### src/hdl/rigid_body_collision_response_defines.svh
// Assertion macros shared by the collision response RTL.
// Included by the files that carry concurrent checks; depends on nothing.
`ifndef RIGID_BODY_COLLISION_RESPONSE_DEFINES_SVH
`define RIGID_BODY_COLLISION_RESPONSE_DEFINES_SVH
// Implication checked on every rising clock edge outside reset.
`define RBCR_ASSERT_IMP(lbl, clk, rstn, ante, cons, msg) \
  lbl: assert property (@(posedge clk) disable iff (!rstn) (ante) |-> (cons)) \
    else $error(msg);
// Condition that must never be seen outside reset.
`define RBCR_ASSERT_NEVER(lbl, clk, rstn, cond, msg) \
  lbl: assert property (@(posedge clk) disable iff (!rstn) !(cond)) \
    else $error(msg);
`endif

### src/hdl/rbcr_pkg.sv
// Types, widths and helpers for the collision response pipeline.
// Used by every module of the block; depends on nothing.
package rbcr_pkg;

  localparam int VEL_W      = 24;
  localparam int MASS_W     = 16;
  localparam int ELAST_W    = 9;
  localparam int ESUM_W     = 10;
  localparam int MSUM_W     = 17;
  localparam int PROD_W     = 41;
  localparam int DV_W       = 25;
  localparam int EM_W       = 26;
  localparam int NUM_W      = 52;
  localparam int DEN_SHIFT  = 9;
  localparam int DEN_W      = MSUM_W + DEN_SHIFT;
  localparam int QUO_W      = 27;
  localparam int VMAG_W     = 28;
  localparam int BMAG_W     = VMAG_W + ELAST_W;
  localparam int ROUND_SH   = 8;
  localparam int NCOMP      = 4;
  localparam int FRONT_LAT  = 4;
  localparam int POST_LAT   = 2;
  localparam int LAT        = FRONT_LAT + QUO_W + POST_LAT;

  // Velocity component slots.
  localparam int COMP_AX = 0;
  localparam int COMP_AY = 1;
  localparam int COMP_BX = 2;
  localparam int COMP_BY = 3;

  // What travels alongside the arithmetic: valid bit, case flags, echo values.
  typedef struct packed {
    logic                     valid;
    logic                     static_a;
    logic                     static_b;
    logic                     axis_is_x;
    logic [ELAST_W-1:0]       elast_a;
    logic [ELAST_W-1:0]       elast_b;
    logic signed [VEL_W-1:0]  vxa;
    logic signed [VEL_W-1:0]  vya;
    logic signed [VEL_W-1:0]  vxb;
    logic signed [VEL_W-1:0]  vyb;
  } side_t;

  function automatic logic [VEL_W-1:0] vel_mag(logic signed [VEL_W-1:0] v);
    return v[VEL_W-1] ? VEL_W'(-v) : v;
  endfunction

endpackage

### src/hdl/rbcr_div.sv
// Pipelined restoring divider, one quotient bit per stage.
// Depends on rbcr_pkg.
module rbcr_div (
  input  logic                         clk_i,
  input  logic [rbcr_pkg::NUM_W-1:0]   mag_i,
  input  logic [rbcr_pkg::DEN_W-1:0]   den_i,
  input  logic                         neg_i,
  output logic [rbcr_pkg::QUO_W-1:0]   quo_o,
  output logic                         neg_o
);
  import rbcr_pkg::*;

  logic [NUM_W-1:0] rem_q [QUO_W-1];
  logic [DEN_W-1:0] den_q [QUO_W-1];
  logic [QUO_W-1:0] quo_q [QUO_W];
  logic             neg_q [QUO_W];

  // The quotient is known to stay below 2**QUO_W, so each stage needs
  // only one compare against the divisor shifted into place.
  for (genvar k = 0; k < QUO_W; k++) begin : g_stage
    logic [NUM_W-1:0] rem_in, sub;
    logic [DEN_W-1:0] den_in;
    logic [QUO_W-1:0] quo_in;
    logic             neg_in, ge;

    if (k == 0) begin : g_first
      assign rem_in = mag_i;
      assign den_in = den_i;
      assign quo_in = '0;
      assign neg_in = neg_i;
    end else begin : g_next
      assign rem_in = rem_q[k-1];
      assign den_in = den_q[k-1];
      assign quo_in = quo_q[k-1];
      assign neg_in = neg_q[k-1];
    end

    assign sub = NUM_W'(den_in) << (QUO_W - 1 - k);
    assign ge  = (rem_in >= sub);

    always_ff @(posedge clk_i) begin
      quo_q[k] <= {quo_in[QUO_W-2:0], ge};
      neg_q[k] <= neg_in;
    end

    if (k < QUO_W - 1) begin : g_rem
      always_ff @(posedge clk_i) begin
        rem_q[k] <= ge ? (rem_in - sub) : rem_in;
        den_q[k] <= den_in;
      end
    end
  end

  assign quo_o = quo_q[QUO_W-1];
  assign neg_o = neg_q[QUO_W-1];

endmodule

### config.mk
export PLATFORM = sky130hd
export DESIGN_NAME = rbcr_div
export DESIGN_NICKNAME = d
export VERILOG_FILES = /design/src/hdl/rigid_body_collision_response_defines.svh /design/src/hdl/rbcr_pkg.sv /design/src/hdl/rbcr_div.sv
export SDC_FILE = /design/constraint.sdc
export NUM_CORES = 2
export LEC_CHECK = 0
export BUFFER_PORTS_ARGS = -buffer_cell sky130_fd_sc_hd__buf_2
export CELL_PAD_IN_SITES_DETAIL_PLACEMENT = 1
export CELL_PAD_IN_SITES_GLOBAL_PLACEMENT = 1
export CORE_MARGIN = 1.5
export CORE_UTILIZATION = 35
export CTS_BUF_LIST = sky130_fd_sc_hd__clkbuf_8
export DETAILED_ROUTE_END_ITERATION = 10
export PLACE_DENSITY_LB_ADDON = 0.1
export SETUP_SLACK_MARGIN = 0.5
export SLEW_MARGIN = 20
export SYNTH_ARGS = -nofsm -noshare
export SYNTH_HDL_FRONTEND = slang
export SYNTH_SLANG_ARGS = --single-unit
### constraint.sdc
create_clock -name clk_i -period 5.6 [get_ports clk_i]
set_input_delay 1.12 -clock clk_i [delete_from_list [all_inputs] [get_ports clk_i]]
set_output_delay 1.12 -clock clk_i [all_outputs]
set_load 0.02 [all_outputs]
==> results.md <==
* Status: completed
* Logic pwr share at 0.392
* Mapped Cells at 10470
* Yosys reg bits at 2433
* Die extent in y at 538.2 um
* Detailed Route Iter0 Violations at 3038
* Synth top area cells: dfxtp_1 49%, ha_1 8.8%, xnor2_1 4.0%
* Synth Cell Area at 0.1003 sq mm
* Overall routed net length at 302.2 mm
* Die width at 538.2 um
* Global routing usage on met3 at 0.02546
* End of the worst register-to-register path: rem_q[1][515]$_DFF_P_
* RSZ-0062 raised after global routing: false
* PostCTS Resize Cnt at 0
* Hold depth at 1
* Clock skew at 86.23 ps
* Largest area contributor in the netlist: dfxtp_1
* Reg2reg start: rem_q[1][417]$_DFF_P_
* Port-buffer cells at 107
* Fill count at 32200
* Initial antenna violation count at 24
* Clock power frac at 0.240
* Initial core utilization at 0.3518
* Clock sinks at 2433
* Area fraction of the dominant cell type after synthesis at 0.4858
* Data required, critical path at 6520 ps
* Max H-tree Level at 5
* Pin count of the biggest net entering global routing at 52
* Post-layout util at 0.4011
* Routed len/inst at 20.26 um
* Crit end category: flop
* Clock-pin slew on the worst setup and hold paths at 70 ps
* Core area at 0.2850 sq mm
* Reg2Reg Setup Slack at 1140 ps
* M1 GR Usage at 0.2673
* Crit-path max FO at 7
* Post-CTS Setup Bufs at 0
* Number of global-route vias before repair at 79880
* R2R depth at 15
* Post-synth EDFFs at 0
* Cell Int Power at 43.61 mW
* Row count at 196
* Clock Tree Root: clkbuf_8
* Share of flip-flops with an asynchronous set or reset at 0
* Max Freq at 224.2 MHz
* Flop pwr share at 0.368
* Commonest non-fill, non-tap cell in the layout: dfxtp_1
* Final Max Slew Viols at 0
* Final Cycle Share at 0.7965
* Clk buf depth at 4
* Die area at 0.2897 sq mm
* Placer congestion estimate at 0.8765
* Initial DRT Pass Iterations at 5
* Syn_nets at 11280
* Hold Buf Count CTS at 1
* Post-DP HPWL at 240.9 mm
* Psw at 27.43 mW
* DR vias at 74750
* Multi-input gate area in the final layout at 0.04760 sq mm
* Fin Setup TNS at 0 ps
* Avg Cell Area, Syn at 9.579 sq um
* Slew @ Worst Pin at 1344 ps
* CTS tree: built
* Lkg Pwr at 50.46 nW
* Setup CP Type: flop to flop
* Max-cap violations at 0
* Sw frac at 0.3861
* CP startpoint kind: flop
* Register area share after synthesis at 0.4858
* Top FF cell, synth: dfxtp_1
* Clock Latency Late Sink at 1090 ps
* DRC Markers at 0
* Share of layout cells above drive strength 1 at 0.09274
* Post-layout nets at 11620
* Top Ports at 108
* Most Crowded Layer GR: met2
* FF/Latch Area at 0.04871 sq mm
* GRT overflow at 0
* Post-route ant nets at 0
* Max_slew headroom at 0.09460
* Hold Crit Class: input pin to flop
* Yosys cell types at 87
* Hold Vio Cnt, Final at 0
* Final period demand of the worst path at 4461 ps
* Num CTS Buffers at 412
* VDD IR max at 0.3186 mV
* Crit path to: rem_q[1][515]$_DFF_P_
* Syn-to-layout area delta at 14.00%
* First-pass GRT wire length at 468.0 mm
* Worst Setup SP: rem_q[1][417]$_DFF_P_
* Arr. time, crit path at 5380 ps
* Total GRT Usage at 0.2045
* Yosys warns at 0
* Pwr dens at 621.5 mW/mm^2
* Commonest non-fill, non-tap cells in the layout: 2433 x dfxtp_1, 989 x inv_1, 776 x a21oi_1
* Setup violations, final at 0
* Via density at 5.012
* M2 GR Usage at 0.3440
==> cells in the mapped netlist, drive strengths merged, types with 23 or more instances <==
library cell     n
nor4           165
nor2           690
nand2          729
nor2b          103
a21boi          24
a31oi           67
or3             83
o21ai          617
a21o           346
xnor2          460
a21oi          780
nand3b          29
or2             30
and2            28
o31ai           64
o31a            29
a211oi          61
nand4          143
nand3          161
o211ai          46
or4             81
o21bai          87
fa              26
xor2           410
a211o           26
inv            884
nor3           195
mux2           153
o21a           101
and4            23
nand2b         112
clkbuf         205
ha             702
dfxtp         2433
and3            53
==> worst max-delay path, stage by stage, from the launching register on <==
cell,delay [ps]
dfxtp_1,310
inv_1,50
ha_1,170
inv_1,60
fa_1,410
a21o_1,200
a21oi_1,250
o21ai_0,210
a221oi_1,560
o21ai_0,270
o221ai_1,520
nor4_1,110
buf_4,170
nor3_1,650
nand3_1,180
xnor2_1,160
==> layer usage <==
| metal | vias to the layer above | part of all wire |
|---|---|---|
| met2 | 1076 | 0.46 |
| met5 | - | 0 |
| met4 | 0 | 0.035 |
| li1 | 37100 | - |
| met3 | 545 | 0.032 |
| met1 | 36040 | 0.47 |
==> registers in the layout, indices dropped and copies added (netlist names) <==
signal,flops
den_q,676
quo_q,378
neg_q,27
rem_q,1352
==> how the worst min path moves through the flow <==
stage / startpoint / endpoint / slack, ps
6_report: den_i[2] / den_q[0][2]$_DFF_P_ / 140
5_1_grt: den_i[5] / den_q[0][5]$_DFF_P_ / 30
4_1_cts: den_i[5] / den_q[0][5]$_DFF_P_ / 8
3_5_place_dp: quo_q[0][272]$_DFF_P_ / quo_q[0][300]$_DFF_P_ / 310
3_3_place_gp: quo_q[0][412]$_DFF_P_ / quo_q[1][8]$_DFF_P_ / 310
2_1_floorplan: neg_q[9]$_DFF_P_ / neg_q[10]$_DFF_P_ / 310
==> cell families after synthesis <==
group                    count (synthesis)  share of synthesized area
XOR/XNOR                               870                    0.07600
flip-flops                            2433                     0.4858
buffers and inverters                 1110                    0.04173
multiplexers                           163                    0.01818
AO/OA/AOI/OAI                         2446                     0.1513
adder cells (fa/ha/maj)                728                    0.09280
AND/OR/NAND/NOR                       2717                     0.1342
==> metrics by stage <==
stage	total power, mW	instance area (sq um)	cells	setup slack (ps)	hold slack (ps)
final	71.04	114300	14920	1139	136.3
after global routing	76.40	114300	14910	815.8	31.24
after CTS	71.84	114200	14900	1120	8.374
after detailed placement	54.21	105300	14160	1109	313.2
after global placement	53.83	105200	14160	883.9	309.5
after floorplan	45.50	100300	10470	1230	309.6
==> final cells by class <==
class                           count  share of cell area
Clock inverter                    217             0.01569
Clock buffer                      522             0.06286
Multi-Input combinational cell   6924              0.4164
Timing Repair Buffer              159            0.008342
Sequential cell                  2433              0.4261
Tap cell                         3762             0.04118
Antenna cell                       15           0.0003284
Inverter                          884             0.02903
==> power by group through the flow <==
stage	clock [mW]	sequential (mW)	combinational (mW)
finish	17.0	26.2	27.8
CTS	17.7	26.2	28.0
floorplan	0	24.5	21.0
global placement	0	26.5	27.3
global route	18.5	26.7	31.2
detailed placement	0	26.5	27.7
Note: power is estimated with default switching activity, not from simulation.
