`config.mk`:
```
export PLATFORM = sky130hd
export DESIGN_NAME = rbcr_post
export DESIGN_NICKNAME = d
export VERILOG_FILES = /design/src/hdl/rigid_body_collision_response_defines.svh /design/src/hdl/rbcr_pkg.sv /design/src/hdl/rbcr_post.sv
export SDC_FILE = /design/constraint.sdc
export NUM_CORES = 2
export LEC_CHECK = 0
export ABC_AREA = 1
export ABC_CLOCK_PERIOD_IN_PS = 6200
export BUFFER_PORTS_ARGS = -buffer_cell sky130_fd_sc_hd__buf_2
export CAP_MARGIN = 15
export CORE_ASPECT_RATIO = 1.25
export CORE_MARGIN = 1.5
export CORE_UTILIZATION = 45
export CTS_CLUSTER_DIAMETER = 50
export CTS_CLUSTER_SIZE = 28
export DETAILED_ROUTE_END_ITERATION = 8
export PLACE_DENSITY = 0.73
export SKIP_CTS_REPAIR_TIMING = 1
export SYNTH_ARGS = -nofsm -noshare
export SYNTH_HDL_FRONTEND = slang
export SYNTH_SLANG_ARGS = --single-unit
```
`constraint.sdc`:
```
create_clock -name clk_i -period 6.2 [get_ports clk_i]
set_input_delay 0.31 -clock clk_i [delete_from_list [all_inputs] [get_ports clk_i]]
set_output_delay 0.31 -clock clk_i [all_outputs]
set_load 0.03 [all_outputs]
```
`src/hdl/rigid_body_collision_response_defines.svh`:
```
// Assertion macros shared by the collision response RTL.
// Included by the files that carry concurrent checks; depends on nothing.
`ifndef RIGID_BODY_COLLISION_RESPONSE_DEFINES_SVH
`define RIGID_BODY_COLLISION_RESPONSE_DEFINES_SVH
// Implication checked on every rising clock edge outside reset.
`define RBCR_ASSERT_IMP(lbl, clk, rstn, ante, cons, msg) \
  lbl: assert property (@(posedge clk) disable iff (!rstn) (ante) |-> (cons)) \
    else $error(msg);
// Condition that must never be seen outside reset.
`define RBCR_ASSERT_NEVER(lbl, clk, rstn, cond, msg) \
  lbl: assert property (@(posedge clk) disable iff (!rstn) !(cond)) \
    else $error(msg);
`endif

```
`src/hdl/rbcr_pkg.sv`:
```
// Types, widths and helpers for the collision response pipeline.
// Used by every module of the block; depends on nothing.
package rbcr_pkg;

  localparam int VEL_W      = 24;
  localparam int MASS_W     = 16;
  localparam int ELAST_W    = 9;
  localparam int ESUM_W     = 10;
  localparam int MSUM_W     = 17;
  localparam int PROD_W     = 41;
  localparam int DV_W       = 25;
  localparam int EM_W       = 26;
  localparam int NUM_W      = 52;
  localparam int DEN_SHIFT  = 9;
  localparam int DEN_W      = MSUM_W + DEN_SHIFT;
  localparam int QUO_W      = 27;
  localparam int VMAG_W     = 28;
  localparam int BMAG_W     = VMAG_W + ELAST_W;
  localparam int ROUND_SH   = 8;
  localparam int NCOMP      = 4;
  localparam int FRONT_LAT  = 4;
  localparam int POST_LAT   = 2;
  localparam int LAT        = FRONT_LAT + QUO_W + POST_LAT;

  // Velocity component slots.
  localparam int COMP_AX = 0;
  localparam int COMP_AY = 1;
  localparam int COMP_BX = 2;
  localparam int COMP_BY = 3;

  // What travels alongside the arithmetic: valid bit, case flags, echo values.
  typedef struct packed {
    logic                     valid;
    logic                     static_a;
    logic                     static_b;
    logic                     axis_is_x;
    logic [ELAST_W-1:0]       elast_a;
    logic [ELAST_W-1:0]       elast_b;
    logic signed [VEL_W-1:0]  vxa;
    logic signed [VEL_W-1:0]  vya;
    logic signed [VEL_W-1:0]  vxb;
    logic signed [VEL_W-1:0]  vyb;
  } side_t;

  function automatic logic [VEL_W-1:0] vel_mag(logic signed [VEL_W-1:0] v);
    return v[VEL_W-1] ? VEL_W'(-v) : v;
  endfunction

endpackage

```
`src/hdl/rbcr_post.sv`:
```
// Back end: case selection, bounce scaling, rounding and saturation.
// Depends on rbcr_pkg.
module rbcr_post (
  input  logic                                            clk_i,
  input  logic                                            rst_ni,
  input  rbcr_pkg::side_t                                 side_i,
  input  logic [rbcr_pkg::NCOMP-1:0][rbcr_pkg::QUO_W-1:0] quo_i,
  input  logic [rbcr_pkg::NCOMP-1:0]                      neg_i,
  output logic                                            done_o,
  output logic [rbcr_pkg::NCOMP-1:0][rbcr_pkg::VEL_W-1:0] vel_o,
  output logic                                            saturated_o
);
  import rbcr_pkg::*;

  logic [NCOMP-1:0][VEL_W-1:0]  vin;
  logic [NCOMP-1:0][VMAG_W-1:0] mag1;
  logic [NCOMP-1:0]             neg1, bnc1;
  logic [NCOMP-1:0][ELAST_W-1:0] e1;
  logic [NCOMP-1:0][BMAG_W-1:0] val_q;
  logic [NCOMP-1:0]             neg_q, bnc_q;
  logic                         vld_q;

  logic [NCOMP-1:0][BMAG_W-1:0] m2, lim2;
  logic [NCOMP-1:0]             sat2;
  logic [NCOMP-1:0][VEL_W-1:0]  out2;
  logic                         done_q, sat_q;
  logic [NCOMP-1:0][VEL_W-1:0]  vel_q;

  assign vin[COMP_AX] = side_i.vxa;
  assign vin[COMP_AY] = side_i.vya;
  assign vin[COMP_BX] = side_i.vxb;
  assign vin[COMP_BY] = side_i.vyb;

  always_comb begin
    for (int k = 0; k < NCOMP; k++) begin
      if (k < COMP_BX) begin
        e1[k] = side_i.elast_a;
        if (side_i.static_a) begin
          mag1[k] = VMAG_W'(vel_mag(vin[k]));
          neg1[k] = vin[k][VEL_W-1];
          bnc1[k] = 1'b0;
        end else begin
          mag1[k] = VMAG_W'(quo_i[k]);
          neg1[k] = neg_i[k];
          bnc1[k] = side_i.static_b;
        end
      end else begin
        e1[k] = side_i.elast_b;
        if (side_i.static_a || side_i.static_b) begin
          mag1[k] = VMAG_W'(vel_mag(vin[k]));
          neg1[k] = vin[k][VEL_W-1];
          bnc1[k] = side_i.static_a && !side_i.static_b;
        end else begin
          mag1[k] = VMAG_W'(quo_i[k]);
          neg1[k] = neg_i[k];
          bnc1[k] = 1'b0;
        end
      end
      // The component along the bounce axis flips sign.
      if (bnc1[k] && ((k == COMP_AX || k == COMP_BX) == side_i.axis_is_x)) begin
        neg1[k] = !neg1[k];
      end
    end
  end

  always_ff @(posedge clk_i or negedge rst_ni) begin
    if (!rst_ni) begin
      vld_q  <= 1'b0;
      done_q <= 1'b0;
    end else begin
      vld_q  <= side_i.valid;
      done_q <= vld_q;
    end
  end

  // Stage 1: scale the bouncing magnitudes by the elasticity.
  always_ff @(posedge clk_i) begin
    for (int k = 0; k < NCOMP; k++) begin
      val_q[k] <= bnc1[k] ? (BMAG_W'(mag1[k]) * BMAG_W'(e1[k])) : BMAG_W'(mag1[k]);
      neg_q[k] <= neg1[k];
      bnc_q[k] <= bnc1[k];
    end
  end

  // Stage 2: round, restore the sign and clip to the velocity range.
  always_comb begin
    for (int k = 0; k < NCOMP; k++) begin
      m2[k]   = bnc_q[k] ? ((val_q[k] + BMAG_W'(1 << (ROUND_SH - 1))) >> ROUND_SH)
                         : val_q[k];
      lim2[k] = neg_q[k] ? BMAG_W'(1 << (VEL_W - 1)) : BMAG_W'((1 << (VEL_W - 1)) - 1);
      sat2[k] = (m2[k] > lim2[k]);
      out2[k] = sat2[k] ? lim2[k][VEL_W-1:0] : m2[k][VEL_W-1:0];
      if (neg_q[k]) out2[k] = VEL_W'(0) - out2[k];
    end
  end

  always_ff @(posedge clk_i) begin
    vel_q <= out2;
    sat_q <= |sat2;
  end

  assign done_o      = done_q;
  assign vel_o       = vel_q;
  assign saturated_o = done_q && sat_q;

endmodule
```
==> flow_summary.rst <==
.. list-table::
   :header-rows: 1

   * - Metric
     - Value
   * - Number of storage elements in the synthesis netlist
     - 249
   * - Post-Route Setup TNS
     - 0 ps
   * - Vias in the first global route
     - between 40,000 and 50,000
   * - Number of levels the H-tree was split into
     - 1
   * - Residual DRC
     - 0
   * - Unrepaired setup endpoints after global routing
     - no
   * - IO Count
     - between 300 and 400
   * - Total detailed-routing wirelength
     - 157,000 µm
   * - Later-pin clock latency in the skew report
     - 590 ps
   * - Area used by multi-input combinational logic
     - 37,900 µm²
   * - Overall die width
     - approximately 300 µm
   * - Leak pwr
     - ~0.03 µW
   * - Sequential cell area fraction in the yosys report
     - 10.2%
   * - Post-detailed-route via-to-cell ratio
     - approximately 5.2
   * - DP Wirelength
     - 134,000 µm
   * - Die area
     - about 110,000 µm²
   * - Primary FF master, synth
     - dfxtp_1
   * - Mapped Area
     - about 50,000 µm²
   * - Ys async rst share
     - 0.803%
   * - Post-layout minimum cycle time
     - roughly 5800 ps
   * - CP Capture Type
     - register
   * - Transition time at the pin with the least slew margin
     - approximately 990 ps
   * - Post-Syn Nets
     - around 8,400
   * - Fmax
     - around 170 MHz
   * - Mapped Cells
     - 7,163
   * - Clock tree from TritonCTS
     - done
   * - Total count of hold-check failures in the final report
     - 0
   * - Ratio of final minimum period to clock period
     - between 90% and 100%
   * - Port buffer count
     - 329
   * - Global route overflow
     - 0
   * - Storage cell area
     - 5000 µm²
   * - Post-route worst hold slack
     - around 28 ps
   * - Gpl congestion
     - between 0.9 and 1
   * - Class of the most critical hold timing path
     - input port to async pin
   * - Maximum number of pins on one net before global-route repair
     - 95
   * - WL/cell
     - approximately 17 µm
   * - PwrDens
     - a little under 600 nW/µm²
   * - Number of nets in the layout
     - around 9,100
   * - Slew Limit Fails
     - 0
   * - Total number of placement rows
     - 135
   * - Height of the chip
     - 372 µm
   * - Clock slew seen by the registers of the worst setup and hold paths
     - about 80 ps
   * - Worst stage delay on the critical path
     - ~520 ps
   * - Worst-case vdd ir drop
     - ~0.41 mV
   * - Mean post-synth cell area
     - 6.83 µm²
   * - Count of nets left with antenna violations after detail routing
     - 0
   * - Run status
     - completed
   * - Area inside the core boundary
     - 108,000 µm²
   * - Number of warning messages in the yosys log
     - 0
   * - Total routing usage reported by global routing
     - 28.3%
   * - Commonest non-fill, non-tap cell in the layout
     - nand2_1
   * - Fill cell instance count of the final layout
     - around 11,000
   * - Share of final-layout standard cells stronger than drive strength 1
     - 13.4%
   * - Via count
     - around 49,000
   * - Slowest stage cell, crit path
     - fa_1
   * - Number of sinks driven by the clock tree
     - around 250
   * - Clock Path Buffers
     - 3
   * - Number of setup violations in the final report
     - 0
   * - Number of buffers created by CTS
     - 25
   * - Clock root cell
     - clkbuf_16
   * - Critical Path Start Type
     - input port
   * - Clock skew after layout
     - 17.4 ps
   * - Path type of the worst setup path
     - input port to register
   * - Global-route wire length before repair
     - 252,000 µm
   * - Worst endpoint required time
     - around 6700 ps
   * - First DRT Iteration DRCs
     - 3,202
   * - Most common cell on crit path
     - buf_4
   * - Number of antenna violations at the first check in global routing
     - 9
   * - Leading cell types in the layout, fill and taps excluded
     - nand2_1 (1,552), inv_1 (1,387), nor2_1 (1,044)
   * - Biggest fanout along the worst timing path
     - 7
   * - Area growth from synthesis to layout
     - 15.9%
   * - Initial core utilization
     - between 40 and 50%
   * - First-pass iteration count of the detailed router
     - 6
   * - Number of unique standard cell types used by synthesis
     - 58
   * - Number of flops mapped to enable cells by yosys
     - 0
   * - Max_cap viols
     - 0
   * - Max-Slew Margin vs Limit
     - between 30% and 40%
   * - Arr. time, crit path
     - 6340 ps
==> cell type report <==
cell class                 instances  share of cell area [%]
multi-input combinational       5286                    66.7
clock inverter                    20                   0.483
tap                             1438                    3.17
sequential                       249                    8.81
clock buffer                      25                    1.10
antenna                            3                  0.0132
inverter                        1406                    9.30
timing repair buffer             886                    10.4
==> state kept, by name, indices dropped and copies added (netlist names) <==
signal	flops
done_o	1
vld_q	1
bnc_q	2
val_q	144
neg_q	4
vel_o	96
sat_q	1
==> power breakdown <==
group	total, µW	internal (µW)	switching (µW)
combinational	28900	12700	16200
clock	1660	849	814
sequential	2930	2280	647
==> worst max-delay path, delay by kind of cell <==
family	cells	cell delay, ps
adders and majority gates	6	2500
AOI/OAI and AO/OA	10	1680
buffers and inverters	10	1120
and+or+nand+nor	5	600
xor gates and xnor gates	1	130
==> path summary, 6_finish.rpt <==
check                            from   endpoint  slack, ps  cells after the start
min in group clk_i           neg_i[1]   neg_q[1]         40                      4
setup / recovery           side_i[72]  val_q[30]        380                     32
hold / removal                 rst_ni     done_o         30                      2
max in group asynchronous      rst_ni      vld_q       6080                      2
hold reg to reg                 vld_q     done_o        360                      0
setup reg to reg             val_q[7]  vel_o[18]        620                     32
==> Yosys cell counts (2+ instances only) <==
cell type | n | area (µm²)
a21boi_0 | 12 | 90.1
a21o_1 | 11 | 82.6
a21oi_1 | 293 | 1470
a31oi_1 | 33 | 206
and2_1 | 5 | 31.3
buf_1 | 24 | 90.1
buf_2 | 19 | 95.1
buf_4 | 6 | 45.0
buf_6 | 8 | 90.1
clkbuf_1 | 165 | 619
clkinv_1 | 3 | 11.3
dfrtp_1 | 2 | 50.1
dfxtp_1 | 247 | 4940
fa_1 | 704 | 14100
ha_1 | 332 | 4150
inv_1 | 1389 | 5210
inv_2 | 14 | 52.6
mux2_2 | 4 | 45.0
nand2_1 | 1553 | 5830
nand2_2 | 15 | 93.8
nand2_4 | 2 | 22.5
nand3_1 | 271 | 1360
nand3_2 | 11 | 110
nand3_4 | 2 | 35.0
nand3b_1 | 10 | 75.1
nand4_1 | 89 | 557
nand4_4 | 2 | 42.5
nor2_1 | 1047 | 3930
nor2_2 | 20 | 125
nor2_4 | 10 | 113
nor3_1 | 73 | 365
nor4_1 | 19 | 119
o211ai_1 | 9 | 67.6
o21a_1 | 13 | 97.6
o21ai_0 | 374 | 1870
o21ai_1 | 107 | 536
o21ai_2 | 3 | 26.3
o21bai_1 | 8 | 60.1
o221ai_1 | 8 | 70.1
o22ai_1 | 10 | 62.6
o31ai_1 | 9 | 67.6
or2_2 | 18 | 113
or4_1 | 2 | 15.0
xnor2_1 | 67 | 587
xor2_1 | 127 | 1110
==> metrics by stage <==
step                power, µW  util (%)  instance area, µm²  setup slack (ps)  cells
finish                  33500      52.5               56700               376   9313
global placement        30900      51.5               55700              -199   9262
floorplan               20400         -               49000               225   7163
CTS                     33300      52.4               56600               311   9307
detailed placement      31400      51.5               55700              -279   9262
global route            37400      52.5               56700              1.19   9312
==> logic make-up after synthesis <==
family | count (synthesis) | share of synthesized area [%]
flops | 249 | 10.2
fa+ha+maj | 1036 | 37.3
xor+xnor | 194 | 3.47
buf+inv | 1628 | 12.7
simple gates | 3154 | 26.5
compound gates | 896 | 9.72
mux | 6 | 0.135
==> per-layer routing <==
metal	share of wire (%)	vias to the layer above	GRT usage, %
li1	-	23300	-
met1	39	23100	33.7
met2	49	1880	50.8
met3	7.5	389	4.01
met4	4.8	6	12.2
met5	0.025	-	0
Power figures use the tool's default switching activity.
